**src/cot_pkg.sv**
```systemverilog
package cot_pkg;

	localparam int NUM_FACES = 6;
	localparam int FACE_W    = 3;

	typedef logic [FACE_W-1:0] face_t;
	typedef face_t [NUM_FACES-1:0] map_t;

	// face encoding
	localparam face_t FACE_F = 3'd0;
	localparam face_t FACE_R = 3'd1;
	localparam face_t FACE_U = 3'd2;
	localparam face_t FACE_B = 3'd3;
	localparam face_t FACE_L = 3'd4;
	localparam face_t FACE_D = 3'd5;

	typedef enum logic [1:0] {
		AXIS_X = 2'd0,
		AXIS_Y = 2'd1,
		AXIS_Z = 2'd2
	} axis_t;

	typedef enum logic [1:0] {
		TURN_NONE = 2'd0,
		TURN_P90  = 2'd1,
		TURN_180  = 2'd2,
		TURN_M90  = 2'd3
	} turn_t;

	// floor(x / 90) = (x * RECIP_90) >> RECIP_SHIFT, exact for x <= 32768
	localparam int ANGLE_W     = 16;
	localparam int QUO_W       = 10;
	localparam int RECIP_SHIFT = 22;
	localparam logic [ANGLE_W-1:0] RECIP_90 = 16'd46604;

endpackage

```
**src/cot_angle_decode.sv**
```systemverilog
module cot_angle_decode (
	input  logic signed [15:0] angle,
	output cot_pkg::turn_t     turn
);
	import cot_pkg::*;

	logic                  neg;
	logic [ANGLE_W-1:0]    mag;
	logic [2*ANGLE_W-1:0]  prod;
	logic [QUO_W-1:0]      quo;
	logic [ANGLE_W:0]      back;
	logic                  exact;
	logic [1:0]            quarter;

	// remainder toward zero: work on the magnitude, then fold the sign back in
	assign neg  = angle[15];
	assign mag  = neg ? (~$unsigned(angle) + 16'd1) : $unsigned(angle);
	assign prod = {16'd0, mag} * {16'd0, RECIP_90};
	assign quo  = prod[RECIP_SHIFT +: QUO_W];

	// 90 * quo as shifts and adds
	assign back = ({7'd0, quo} << 6) + ({7'd0, quo} << 4) + ({7'd0, quo} << 3)
		+ ({7'd0, quo} << 1);
	assign exact = (back == {1'b0, mag});

	// quarter turns mod 4, negated for negative angles
	assign quarter = neg ? (2'd0 - quo[1:0]) : quo[1:0];

	always_comb begin
		turn = TURN_NONE;
		if (exact) begin
			unique case (quarter)
				2'd0: turn = TURN_NONE;
				2'd1: turn = TURN_P90;
				2'd2: turn = TURN_180;
				2'd3: turn = TURN_M90;
				default: turn = TURN_NONE;
			endcase
		end
	end

endmodule

```
**src/cot_rotate.sv**
```systemverilog
module cot_rotate (
	input  cot_pkg::axis_t axis,
	input  cot_pkg::turn_t turn,
	input  cot_pkg::map_t  map_in,
	output cot_pkg::map_t  map_out
);
	import cot_pkg::*;

	always_comb begin
		map_out = map_in;
		unique case (axis)
			AXIS_X: begin
				unique case (turn)
					TURN_P90: begin
						map_out[FACE_U] = map_in[FACE_F];
						map_out[FACE_F] = map_in[FACE_D];
						map_out[FACE_D] = map_in[FACE_B];
						map_out[FACE_B] = map_in[FACE_U];
					end
					TURN_M90: begin
						map_out[FACE_U] = map_in[FACE_B];
						map_out[FACE_B] = map_in[FACE_D];
						map_out[FACE_D] = map_in[FACE_F];
						map_out[FACE_F] = map_in[FACE_U];
					end
					TURN_180: begin
						map_out[FACE_U] = map_in[FACE_D];
						map_out[FACE_D] = map_in[FACE_U];
						map_out[FACE_F] = map_in[FACE_B];
						map_out[FACE_B] = map_in[FACE_F];
					end
					TURN_NONE: map_out = map_in;
				endcase
			end
			AXIS_Y: begin
				unique case (turn)
					TURN_P90: begin
						map_out[FACE_F] = map_in[FACE_L];
						map_out[FACE_L] = map_in[FACE_B];
						map_out[FACE_B] = map_in[FACE_R];
						map_out[FACE_R] = map_in[FACE_F];
					end
					TURN_M90: begin
						map_out[FACE_F] = map_in[FACE_R];
						map_out[FACE_R] = map_in[FACE_B];
						map_out[FACE_B] = map_in[FACE_L];
						map_out[FACE_L] = map_in[FACE_F];
					end
					TURN_180: begin
						map_out[FACE_F] = map_in[FACE_B];
						map_out[FACE_B] = map_in[FACE_F];
						map_out[FACE_R] = map_in[FACE_L];
						map_out[FACE_L] = map_in[FACE_R];
					end
					TURN_NONE: map_out = map_in;
				endcase
			end
			AXIS_Z: begin
				unique case (turn)
					TURN_P90: begin
						map_out[FACE_U] = map_in[FACE_R];
						map_out[FACE_R] = map_in[FACE_D];
						map_out[FACE_D] = map_in[FACE_L];
						map_out[FACE_L] = map_in[FACE_U];
					end
					TURN_M90: begin
						map_out[FACE_U] = map_in[FACE_L];
						map_out[FACE_L] = map_in[FACE_D];
						map_out[FACE_D] = map_in[FACE_R];
						map_out[FACE_R] = map_in[FACE_U];
					end
					TURN_180: begin
						map_out[FACE_U] = map_in[FACE_D];
						map_out[FACE_D] = map_in[FACE_U];
						map_out[FACE_R] = map_in[FACE_L];
						map_out[FACE_L] = map_in[FACE_R];
					end
					TURN_NONE: map_out = map_in;
				endcase
			end
			default: map_out = map_in;
		endcase
	end

endmodule

```
**src/cube_orientation_tracker.sv**
```systemverilog
// cube orientation tracker
// keeps a six-entry map from logical cube faces to the physical faces they
// now occupy; faces are coded 0 F, 1 R, 2 U, 3 B, 4 L, 5 D
// input stream (s_axis): one word per item; tuser[0] picks the kind
// (0 rotate the whole cube by the x, y, z angles, 1 map a logical move)
// output stream (m_axis): one word per input word, carrying the mapped
// move face and suffix and the full map as it stands after the item
// path: a word accepted on s_axis goes into the input register, then into
// the result register, and is offered on m_axis from there
// throughput: one word per cycle while m_axis is not stalled; the map update is a single pass of
// three angle decoders and three cascaded permutation stages
// reset: the map returns to identity and both pipeline registers empty
// stall: while a result word waits with m_axis_tready low the result register holds; one more
// word can sit in the input register, after that s_axis_tready drops
module cube_orientation_tracker (
	input  logic        clk,
	input  logic        arst_n,

	input  logic        s_axis_tvalid,
	output logic        s_axis_tready,
	// angle_x[15:0], angle_y[31:16], angle_z[47:32], move_face[50:48],
	// move_suffix[58:51], zero pad[63:59]
	input  logic [63:0] s_axis_tdata,
	// kind[0], move_has_suffix[1]
	input  logic [1:0]  s_axis_tuser,

	output logic        m_axis_tvalid,
	input  logic        m_axis_tready,
	// out_face[2:0], out_suffix[10:3], map_front[13:11], map_right[16:14],
	// map_up[19:17], map_back[22:20], map_left[25:23], map_down[28:26],
	// zero pad[31:29]
	output logic [31:0] m_axis_tdata,
	// out_has_suffix[0]
	output logic [0:0]  m_axis_tuser
);
	import cot_pkg::*;

	// input register
	logic               valid_s1;
	logic               kind_s1;
	logic signed [15:0] angle_x_s1;
	logic signed [15:0] angle_y_s1;
	logic signed [15:0] angle_z_s1;
	face_t              face_s1;
	logic [7:0]         suffix_s1;
	logic               has_s1;

	// result register and map state
	logic               out_valid_q;
	face_t              out_face_q;
	logic [7:0]         out_suffix_q;
	logic               out_has_q;
	map_t               out_map_q;
	map_t               map_q;

	logic               in_accept;
	logic               advance;

	turn_t              turn_x;
	turn_t              turn_y;
	turn_t              turn_z;
	map_t               map_x;
	map_t               map_y;
	map_t               map_z;
	map_t               map_next;
	face_t              face_res;
	logic [7:0]         suffix_res;
	logic               has_res;

	// the input stage moves on whenever the result register is free or draining
	assign advance       = valid_s1 && (!out_valid_q || m_axis_tready);
	assign s_axis_tready = !valid_s1 || advance;
	assign in_accept     = s_axis_tvalid && s_axis_tready;

	always_ff @(posedge clk or negedge arst_n) begin
		if (!arst_n) begin
			valid_s1 <= 1'b0;
		end else if (in_accept) begin
			valid_s1 <= 1'b1;
		end else if (advance) begin
			valid_s1 <= 1'b0;
		end
	end

	always_ff @(posedge clk) begin
		if (in_accept) begin
			kind_s1    <= s_axis_tuser[0];
			has_s1     <= s_axis_tuser[1];
			angle_x_s1 <= $signed(s_axis_tdata[15:0]);
			angle_y_s1 <= $signed(s_axis_tdata[31:16]);
			angle_z_s1 <= $signed(s_axis_tdata[47:32]);
			face_s1    <= s_axis_tdata[50:48];
			suffix_s1  <= s_axis_tdata[58:51];
		end
	end

	// whole-cube turn: x, then y, then z, each on the map left by the previous
	cot_angle_decode u_dec_x (.angle(angle_x_s1), .turn(turn_x));
	cot_angle_decode u_dec_y (.angle(angle_y_s1), .turn(turn_y));
	cot_angle_decode u_dec_z (.angle(angle_z_s1), .turn(turn_z));

	cot_rotate u_rot_x (.axis(AXIS_X), .turn(turn_x), .map_in(map_q), .map_out(map_x));
	cot_rotate u_rot_y (.axis(AXIS_Y), .turn(turn_y), .map_in(map_x), .map_out(map_y));
	cot_rotate u_rot_z (.axis(AXIS_Z), .turn(turn_z), .map_in(map_y), .map_out(map_z));

	assign map_next = kind_s1 ? map_q : map_z;

	// move lookup; faces 6 and 7, and moves without a suffix, pass through unmapped
	always_comb begin
		face_res   = '0;
		suffix_res = '0;
		has_res    = 1'b0;
		if (kind_s1) begin
			if (!has_s1) begin
				face_res = face_s1;
			end else begin
				face_res   = (face_s1 < FACE_W'(NUM_FACES)) ? map_q[face_s1] : face_s1;
				suffix_res = suffix_s1;
				has_res    = 1'b1;
			end
		end
	end

	always_ff @(posedge clk or negedge arst_n) begin
		if (!arst_n) begin
			out_valid_q <= 1'b0;
			for (int i = 0; i < NUM_FACES; i++) begin
				map_q[i] <= FACE_W'(i);
			end
		end else begin
			if (advance) begin
				out_valid_q <= 1'b1;
				map_q       <= map_next;
			end else if (m_axis_tready) begin
				out_valid_q <= 1'b0;
			end
		end
	end

	always_ff @(posedge clk) begin
		if (advance) begin
			out_face_q   <= face_res;
			out_suffix_q <= suffix_res;
			out_has_q    <= has_res;
			out_map_q    <= map_next;
		end
	end

	assign m_axis_tvalid = out_valid_q;
	assign m_axis_tuser  = out_has_q;
	assign m_axis_tdata  = {3'd0,
		out_map_q[FACE_D], out_map_q[FACE_L], out_map_q[FACE_B],
		out_map_q[FACE_U], out_map_q[FACE_R], out_map_q[FACE_F],
		out_suffix_q, out_face_q};

endmodule

```
**config.mk**
```make
export PLATFORM = sky130hd
export DESIGN_NAME = cube_orientation_tracker
export DESIGN_NICKNAME = d
export VERILOG_FILES = /design/src/cot_pkg.sv /design/src/cot_angle_decode.sv /design/src/cot_rotate.sv /design/src/cube_orientation_tracker.sv
export SDC_FILE = /design/constraint.sdc
export NUM_CORES = 1
export LEC_CHECK = 0
export BUFFER_PORTS_ARGS = -buffer_cell sky130_fd_sc_hd__buf_4
export CAP_MARGIN = 20
export CORE_MARGIN = 2
export CORE_UTILIZATION = 45
export CTS_CLUSTER_SIZE = 30
export DETAILED_ROUTE_END_ITERATION = 10
export GPL_ROUTABILITY_DRIVEN = 0
export PLACE_DENSITY = 0.66
export SKIP_CTS_REPAIR_TIMING = 1
export SYNTH_ARGS = -nofsm -noshare
export SYNTH_HDL_FRONTEND = slang
export SYNTH_SLANG_ARGS = --single-unit
```
**constraint.sdc**
```tcl
create_clock -name clk -period 14.15 [get_ports clk]
set_input_delay 1.415 -clock clk [delete_from_list [all_inputs] [get_ports clk]]
set_output_delay 1.415 -clock clk [all_outputs]
set_load 0.02 [all_outputs]
```
======== Word level (Yosys, flattened, before mapping) ========
Cells that the tools add are included.
word-level totals
  output and inout port bits .............. 35
  logic and storage cells ................. 112
  register bits after elaboration ......... 111
cells by class
  $add $sub $neg .......................... 15
  reductions and logical operators ........ 15
  muxes and demuxes ....................... 29
  order comparisons ....................... 2
  $mul .................................... 3
  equal/unequal tests ..................... 21
  bitwise logic cells ..................... 3
operator list
  operator                                                                       count
  6-bit case mux with 4 select lines                                             5
  16-bit by 14-bit multiplier with 30-bit output (second input constant)         3
  16-bit by 14-bit adder with 17-bit output                                      3
  17-bit by 11-bit adder with 17-bit output                                      3
  17-bit by 13-bit adder with 17-bit output                                      3
  17-bit by 16-bit == test with 1-bit output                                     3
  16-bit by 1-bit adder with 16-bit output (second input constant)               3
  16-bit 2-to-1 mux                                                              3
  16-bit NOT                                                                     3
  2-bit == test (second input constant)                                          12
  2-bit case mux with 4 select lines                                             3
  3-bit case mux with 4 select lines                                             2
  18-bit 2-to-1 mux                                                              1
  2-bit by 1-bit == test with 1-bit output (second input constant)               6
  2-bit zero test                                                                6
  2-bit 2-to-1 mux                                                               6
  3-bit binary-select mux with 3-bit select                                      1
  3-bit 2-to-1 mux                                                               3
  1-bit by 2-bit subtractor with 2-bit output (first input constant)             3
  1-bit 2-to-1 mux                                                               5
  3-bit by 4-bit less-than comparator with 1-bit output (second input constant)  1
  2-bit nonzero test                                                             2
  3-bit less-than comparator (second input constant)                             1
  1-bit logical AND                                                              2
  other kinds (3)                                                                5

======== Logic depth before layout (Yosys ltp) ========
Gate-level depths: netlist of run 1.
  depth after elaboration ................. 14
  depth in mapped cells ................... 47
  depth with buffers taken out ............ 46

======== By module ========
A second synthesis of run 1 with hierarchy kept.
unflattened totals
  cell total of the unflattened synthesis .. 2369
  area total of the unflattened synthesis .. 22389.0 µm²
by module, submodules not included
  module                      times used  cells each  area each (µm²)  sequential area each (µm²)
  cot_angle_decode (u_dec_y)  1           640         5561.6           0.0
  cot_angle_decode (u_dec_x)  1           554         5039.8           0.0
  cot_angle_decode (u_dec_z)  1           526         4889.7           0.0
  cube_orientation_tracker    1           202         4011.3           3241.9
  cot_rotate                  3           149         962.2            0.0

======== Worst setup path after synthesis of run 1 ========
Ideal clock, no wire load.
  path type ............................... reg-to-reg
  start ................................... reg angle_x_s1[0]
  end ..................................... reg out_map_q, in the netlist m_axis_tdata[17] (data pin)
  arrival ................................. 11259 ps
  path slack .............................. 2623 ps
  clock period less this slack ............ 11527 ps
  stages on the path, launching flop included .. 42
  path buffers ............................ 0
  library setup time ...................... 268 ps
  cell sequence ........................... edfxtp_1 -> inv_1 -> ha_1 -> or3b_2 -> a211oi_1 -> xnor2_1 -> fa_1 -> inv_1 -> fa_1 -> fa_1 -> fa_1 -> inv_1 -> fa_1 -> inv_1 -> ha_1 -> a211oi_1 -> o21ai_0 -> o22ai_1 -> (+6 left out) -> xnor2_1 -> inv_1 -> xnor2_1 -> ha_1 -> ha_1 -> ha_1 -> a2111oi_0 -> o21ai_0 -> nand2_1 -> xnor3_1 -> nor4_1 -> nand4_4 -> a2111oi_2 -> a32oi_1 -> and2_1 -> o211a_1 -> a2111oi_2 -> o31ai_1
RTL lines
  what                    line                             RTL
  start, declared         cube_orientation_tracker.sv:41   logic signed [15:0] angle_x_s1;
  start signal, assigned  cube_orientation_tracker.sv:89   angle_x_s1 <= $signed(s_axis_tdata[15:0]);
  end signal, assigned    cube_orientation_tracker.sv:145  out_map_q <= map_next;
  end, declared           cube_orientation_tracker.sv:53   map_t out_map_q;

==> results of run 1 <==
## worst min-delay path by stage
stage	startpoint	end	slack [ns]
final	valid_s1	m_axis_tvalid	0.53
after global routing	map_q[17]	map_q[17]	0.57
after CTS	valid_s1	m_axis_tvalid	0.53
after detailed placement	valid_s1	m_axis_tvalid	0.51
after global placement	valid_s1	m_axis_tvalid	0.48
after floorplan	valid_s1	m_axis_tvalid	0.46
## flip-flops by register name, summed over array words and instances, names as in the netlist, 3 cells and up
signal and flops:
face_s1 3, out_face_q 3, m_axis_tdata 18, angle_y_s1 16, angle_x_s1 16, angle_z_s1 16, map_q 18, out_suffix_q 8
suffix_s1 8
## synthesized netlist by cell type (35+ instances only)
| master | n |
|---|---|
| a21oi_1 | 80 |
| clkbuf_1 | 35 |
| edfxtp_1 | 91 |
| fa_1 | 195 |
| ha_1 | 400 |
| inv_1 | 364 |
| nand2_1 | 116 |
| nand3_1 | 43 |
| nor2_1 | 82 |
| o21ai_0 | 59 |
| o31ai_1 | 43 |
| xnor2_1 | 81 |
| xor2_1 | 48 |
## per-stage QoR
stage | hold WS, ns | util [%] | instance area, µm² | std cells | worst slack [ns]
after floorplan | 0.457 | - | 20800 | 2149 | 2.62
after global placement | 0.476 | 49.0 | 22300 | 2821 | 1.15
after detailed placement | 0.508 | 49.0 | 22300 | 2821 | 0.871
after CTS | 0.528 | 49.6 | 22600 | 2837 | 0.793
after global routing | 0.565 | 49.6 | 22600 | 2838 | 0.0351
final | 0.526 | 49.6 | 22600 | 2838 | 0.917
## kinds of logic (layout without fill, tap and decap cells)
kind of cell    after synthesis  count (layout)  synth area share, %
mux                          26              26                 1.39
buf+inv                     413             502                 7.58
compound gates              421             421                 14.4
fa+ha+maj                   595             595                 42.8
simple gates                434             434                 11.0
other cells                   1               3               0.0180
flops                       111             111                 15.6
xor+xnor                    146             146                 7.23
## layer usage
layer | GRT usage, % | up-vias | share of wire (%)
met5 | 0 | - | 0
met4 | 5.72 | 0 | 2.1
met3 | 2.67 | 69 | 3.7
met2 | 39.3 | 359 | 51
met1 | 27.0 | 7894 | 43
li1 | - | 7733 | -
## critical path: cells and delay by family (launching register included)
family                   cells  cell delay, ns
AND/OR/NAND/NOR              4            1.52
XOR/XNOR                     5            1.49
adder cells (fa/ha/maj)     10            3.85
flip-flops                   1            0.53
AO/OA/AOI/OAI               16            5.12
buffers and inverters        4            0.47
## layout make-up
type,count,share of cell area [%]
tap,600,3.33
sequential,111,14.4
clock inverter,7,0.327
inverter,366,6.08
clock buffer,9,0.998
multi-input combinational,1625,70.9
timing repair buffer,120,3.99
## cells in the final DEF, fill, tap and decap left out, types with 10 or more instances in the layout
cell type	synthesis	layout
or4_1	12	12
o22ai_1	18	17
inv_1	364	364
or2_2	10	10
o21ai_0	59	59
nand3_1	43	43
xnor2_1	81	81
edfxtp_1	91	91
o31ai_1	43	43
a31oi_1	12	12
o21bai_1	12	12
nand2b_1	18	18
or3_1	17	17
o2111ai_1	10	10
xnor3_1	11	11
nor3_1	22	22
nand2_1	116	116
and2_1	17	16
nor2_1	82	82
mux2_2	10	10
nand4_1	13	13
a21o_1	25	25
and3_1	23	23
o211ai_1	12	12
nor2b_1	12	12
o21a_1	17	17
buf_4	3	120
ha_1	400	400
fa_1	195	195
xor2_1	48	48
a211oi_1	21	21
o41ai_1	11	11
dfrtp_1	13	13
a21oi_1	80	80
o21ai_1	11	11
mux2i_1	14	14
nor4_1	10	10
==> results_dict.tcl, run 1 <==
set metrics [dict create \
    vias_per_cell 5.66 \
    nNetsFinal 2898 \
    grt_max_degree 62 \
    status "completed" \
    cts-root-buf "clkbuf_16" \
    multi_input_area_um2 16000 \
    dp.final_hpwl_um 42600 \
    clock_sinks 111 \
    htree_levels 3 \
    grt_pass1_vias 16500 \
    required_ns 14.29 \
    grt_use_total_pct 21.6 \
    slowest_stage "or4_4" \
    die_w_um 219 \
    tightestPinTransition_ns 1.07 \
    die_area_um2 48000 \
    hold_viol 0 \
    worstPathArrival_ns 13.37 \
    overflow 0 \
    syn_area_per_cell_um2 9.69 \
    clk_pin_slew_ns 0.09 \
    worst_hold_path_type "reg -> reg" \
    reg2reg_slack_ns 0.92 \
    slew_viol_final 0 \
    cts_inserted_buffers 9 \
    initial_core_util_pct 45.8 \
    synth_top_area_share_pct 24.0 \
    r2r_cells 39 \
    post_route_cells_drive_above_1_share_pct 8.80 \
    n_antenna_cell 0 \
    drt-pass1-iter-count 8 \
    max-slew-margin-rel_pct 28.6 \
    drc 0 \
    yosysTopAreaCell "ha_1" \
    fp.dieH_um 219 \
    fmax_ghz 0.0756 \
    fin_skew_ns 0.0156 \
    yosys-top-cells-area "ha_1 24%, fa_1 19%, edfxtp_1 13%, inv_1 6.6%, xnor2_1 3.4%" \
    seq_area_frac_synth_pct 15.6 \
    clockBufferDepth 2 \
    rows 78 \
    crit_path_start_kind "flop" \
    seqCellArea_um2 3240 \
    reg2reg_to "m_axis_tdata[17]" \
    areaGrowthSynthToFinish_pct 8.47 \
    cts_tree "yes" \
    period_minus_slack_ns 13.23 \
    synth.distinct_cells 103 \
    critPathKind "reg -> reg" \
    crit_path_end_kind "flop" \
    async_reset_ff_share_pct 18.0 \
    synth_cells 2147 \
    synth_edf_count 91 \
    fillers 4231 \
    syn-cell-area_um2 20800 \
    cpPeakStageDelay_ns 0.65 \
    antenna_found_initial 0 \
    critPathMaxFanout 9 \
    ys.warnings.count 0 \
    setup.worst_path.end "m_axis_tdata[17]" \
    synth_ff_type "edfxtp_1" \
    clk_latency_ns 0.39 \
    routedWlPerCell_um 17.8 \
    routed-via-count 16100 \
    core_um2 45500 \
    drt-initial-drc-count 909 \
    cap_violations 0 \
    ys_ff_latch 111 \
    ant_nets 0 \
    crit_start "angle_x_s1[3]" \
    drt-total-wl_um 50600 \
    hold_depth 1 \
    fin_setup_tns_ns 0 \
    grt_pass1_wl_um 82800 \
    io_buffers 96 \
    rsz0062_at_grt "no" \
    finalSetupViolations 0 \
    fin_crit_sh_pct 93.5 \
    io_pins 105 \
    rr_startpoint "angle_x_s1[3]" \
]
Power of run 1 is left out: the tool's default activity adds up to more than one toggle a clock period on the data nets, which glitch-free logic cannot reach.
==> run 2, diff against run 1 <==
- clock period: 14.15 -> 15.7 ns (I/O delays scaled with it)
==> results_dict.tcl, run 2 (synthesis gave the netlist of run 1 again) <==
set metrics [dict create \
    route.layer.met1.wl_um 21400 \
    grt_use_total_pct 21.3 \
    worstHoldStart "valid_s1" \
    drt-pass1-iter-count 5 \
    post_route_cells_drive_above_1_share_pct 8.43 \
    rr_startpoint "angle_x_s1[15]" \
    dpl-instance-area_um2 22200 \
    htree_levels 3 \
    crit_path_end_kind "flop" \
    areaGrowthSynthToFinish_pct 8.25 \
    antenna_found_initial 0 \
    fmax_ghz 0.0721 \
    clk_pin_slew_ns 0.10 \
    met2WireLength_um 25500 \
    drt-initial-drc-count 1051 \
    grt_max_degree 62 \
    mostFrequentLayoutCell "ha_1" \
    max-slew-margin-rel_pct 27.3 \
    ant_nets 0 \
    routed-via-count 16000 \
    n_antenna_cell 0 \
    drt-total-wl_um 50300 \
    critPathTopFamily "compound AO/OA/AOI/OAI gates" \
    fin_crit_sh_pct 88.4 \
    slowest_stage "edfxtp_1" \
    cap_violations 0 \
    cts_inserted_buffers 9 \
    finalSetupViolations 0 \
    tightestPinTransition_ns 1.08 \
    cts-root-buf "clkbuf_16" \
    seqCellArea_um2 3240 \
    fillers 4238 \
    die_area_um2 48000 \
    multi_input_area_um2 16000 \
    worst-path-buf-inv 7 \
    wl_met3_um 2060 \
    core_um2 45500 \
    cts_tree "yes" \
    hold_viol 0 \
    fin_util_pct 49.5 \
    clockBufferDepth 2 \
    crit_path_start_kind "flop" \
    highest_layer "met4" \
    drc 0 \
    initial_core_util_pct 45.8 \
    dp.final_hpwl_um 42300 \
    rsz0062_at_grt "no" \
    vias_per_cell 5.66 \
    grt_pass1_vias 16500 \
    worstPathArrival_ns 13.99 \
    most-common-layout-cells "400 x ha_1, 364 x inv_1, 195 x fa_1, 116 x nand2_1, 111 x buf_4" \
    crit_top_cell "inv_1" \
    io_pins 105 \
    clk_latency_ns 0.39 \
    cpPeakStageDelay_ns 0.83 \
    postLayoutCellArea_um2 22500 \
    nNetsFinal 2890 \
    die_w_um 219 \
    routedWlPerCell_um 17.8 \
    grt_pass1_wl_um 82100 \
    fp.dieH_um 219 \
    crit_start "angle_x_s1[15]" \
    critPathKind "reg -> reg" \
    required_ns 15.82 \
    period_minus_slack_ns 13.88 \
    rows 78 \
    io_buffers 96 \
    worst_hold_path_type "reg -> reg" \
    clock_sinks 111 \
    fin_skew_ns 0.0192 \
    overflow 0 \
    status "completed" \
    slew_viol_final 0 \
    fin_setup_tns_ns 0 \
    critPathMaxFanout 19 \
]
[run 2: final timing paths]
kind	endpoint	slack, ns	cells past startpoint
max	m_axis_tdata[17]	1.82	41
min	m_axis_tvalid	0.52	1
max reg2reg	m_axis_tdata[17]	1.82	41
min reg2reg	m_axis_tvalid	0.52	1
max in group asynchronous	map_q[10]	14.33	1
min in group asynchronous	valid_s1	1.06	1
[run 2: metal layers]
metal,up-vias,global-route usage (%)
li1,7708,-
met1,7815,26.3
met2,411,38.9
met3,87,2.61
met4,0,6.26
met5,-,0
[run 2: stage by stage]
step                setup slack, ns  std cells  hold WS (ns)
floorplan                      4.17       2149         0.457
detailed placement             1.95       2813         0.488
CTS                            1.84       2829         0.520
finish                         1.82       2830         0.523
global placement               2.04       2813         0.475
global route                  0.666       2830         0.559
[run 2: area by class of cell]
class	count	area share (%)
flip-flops and latches	111	14.4
clock inverters	7	0.428
repair buffers	112	3.72
multi-input cells	1625	71.0
well taps	600	3.33
inverters	366	6.10
clock buffers	9	1.00
Power of run 2 is left out for the same reason.
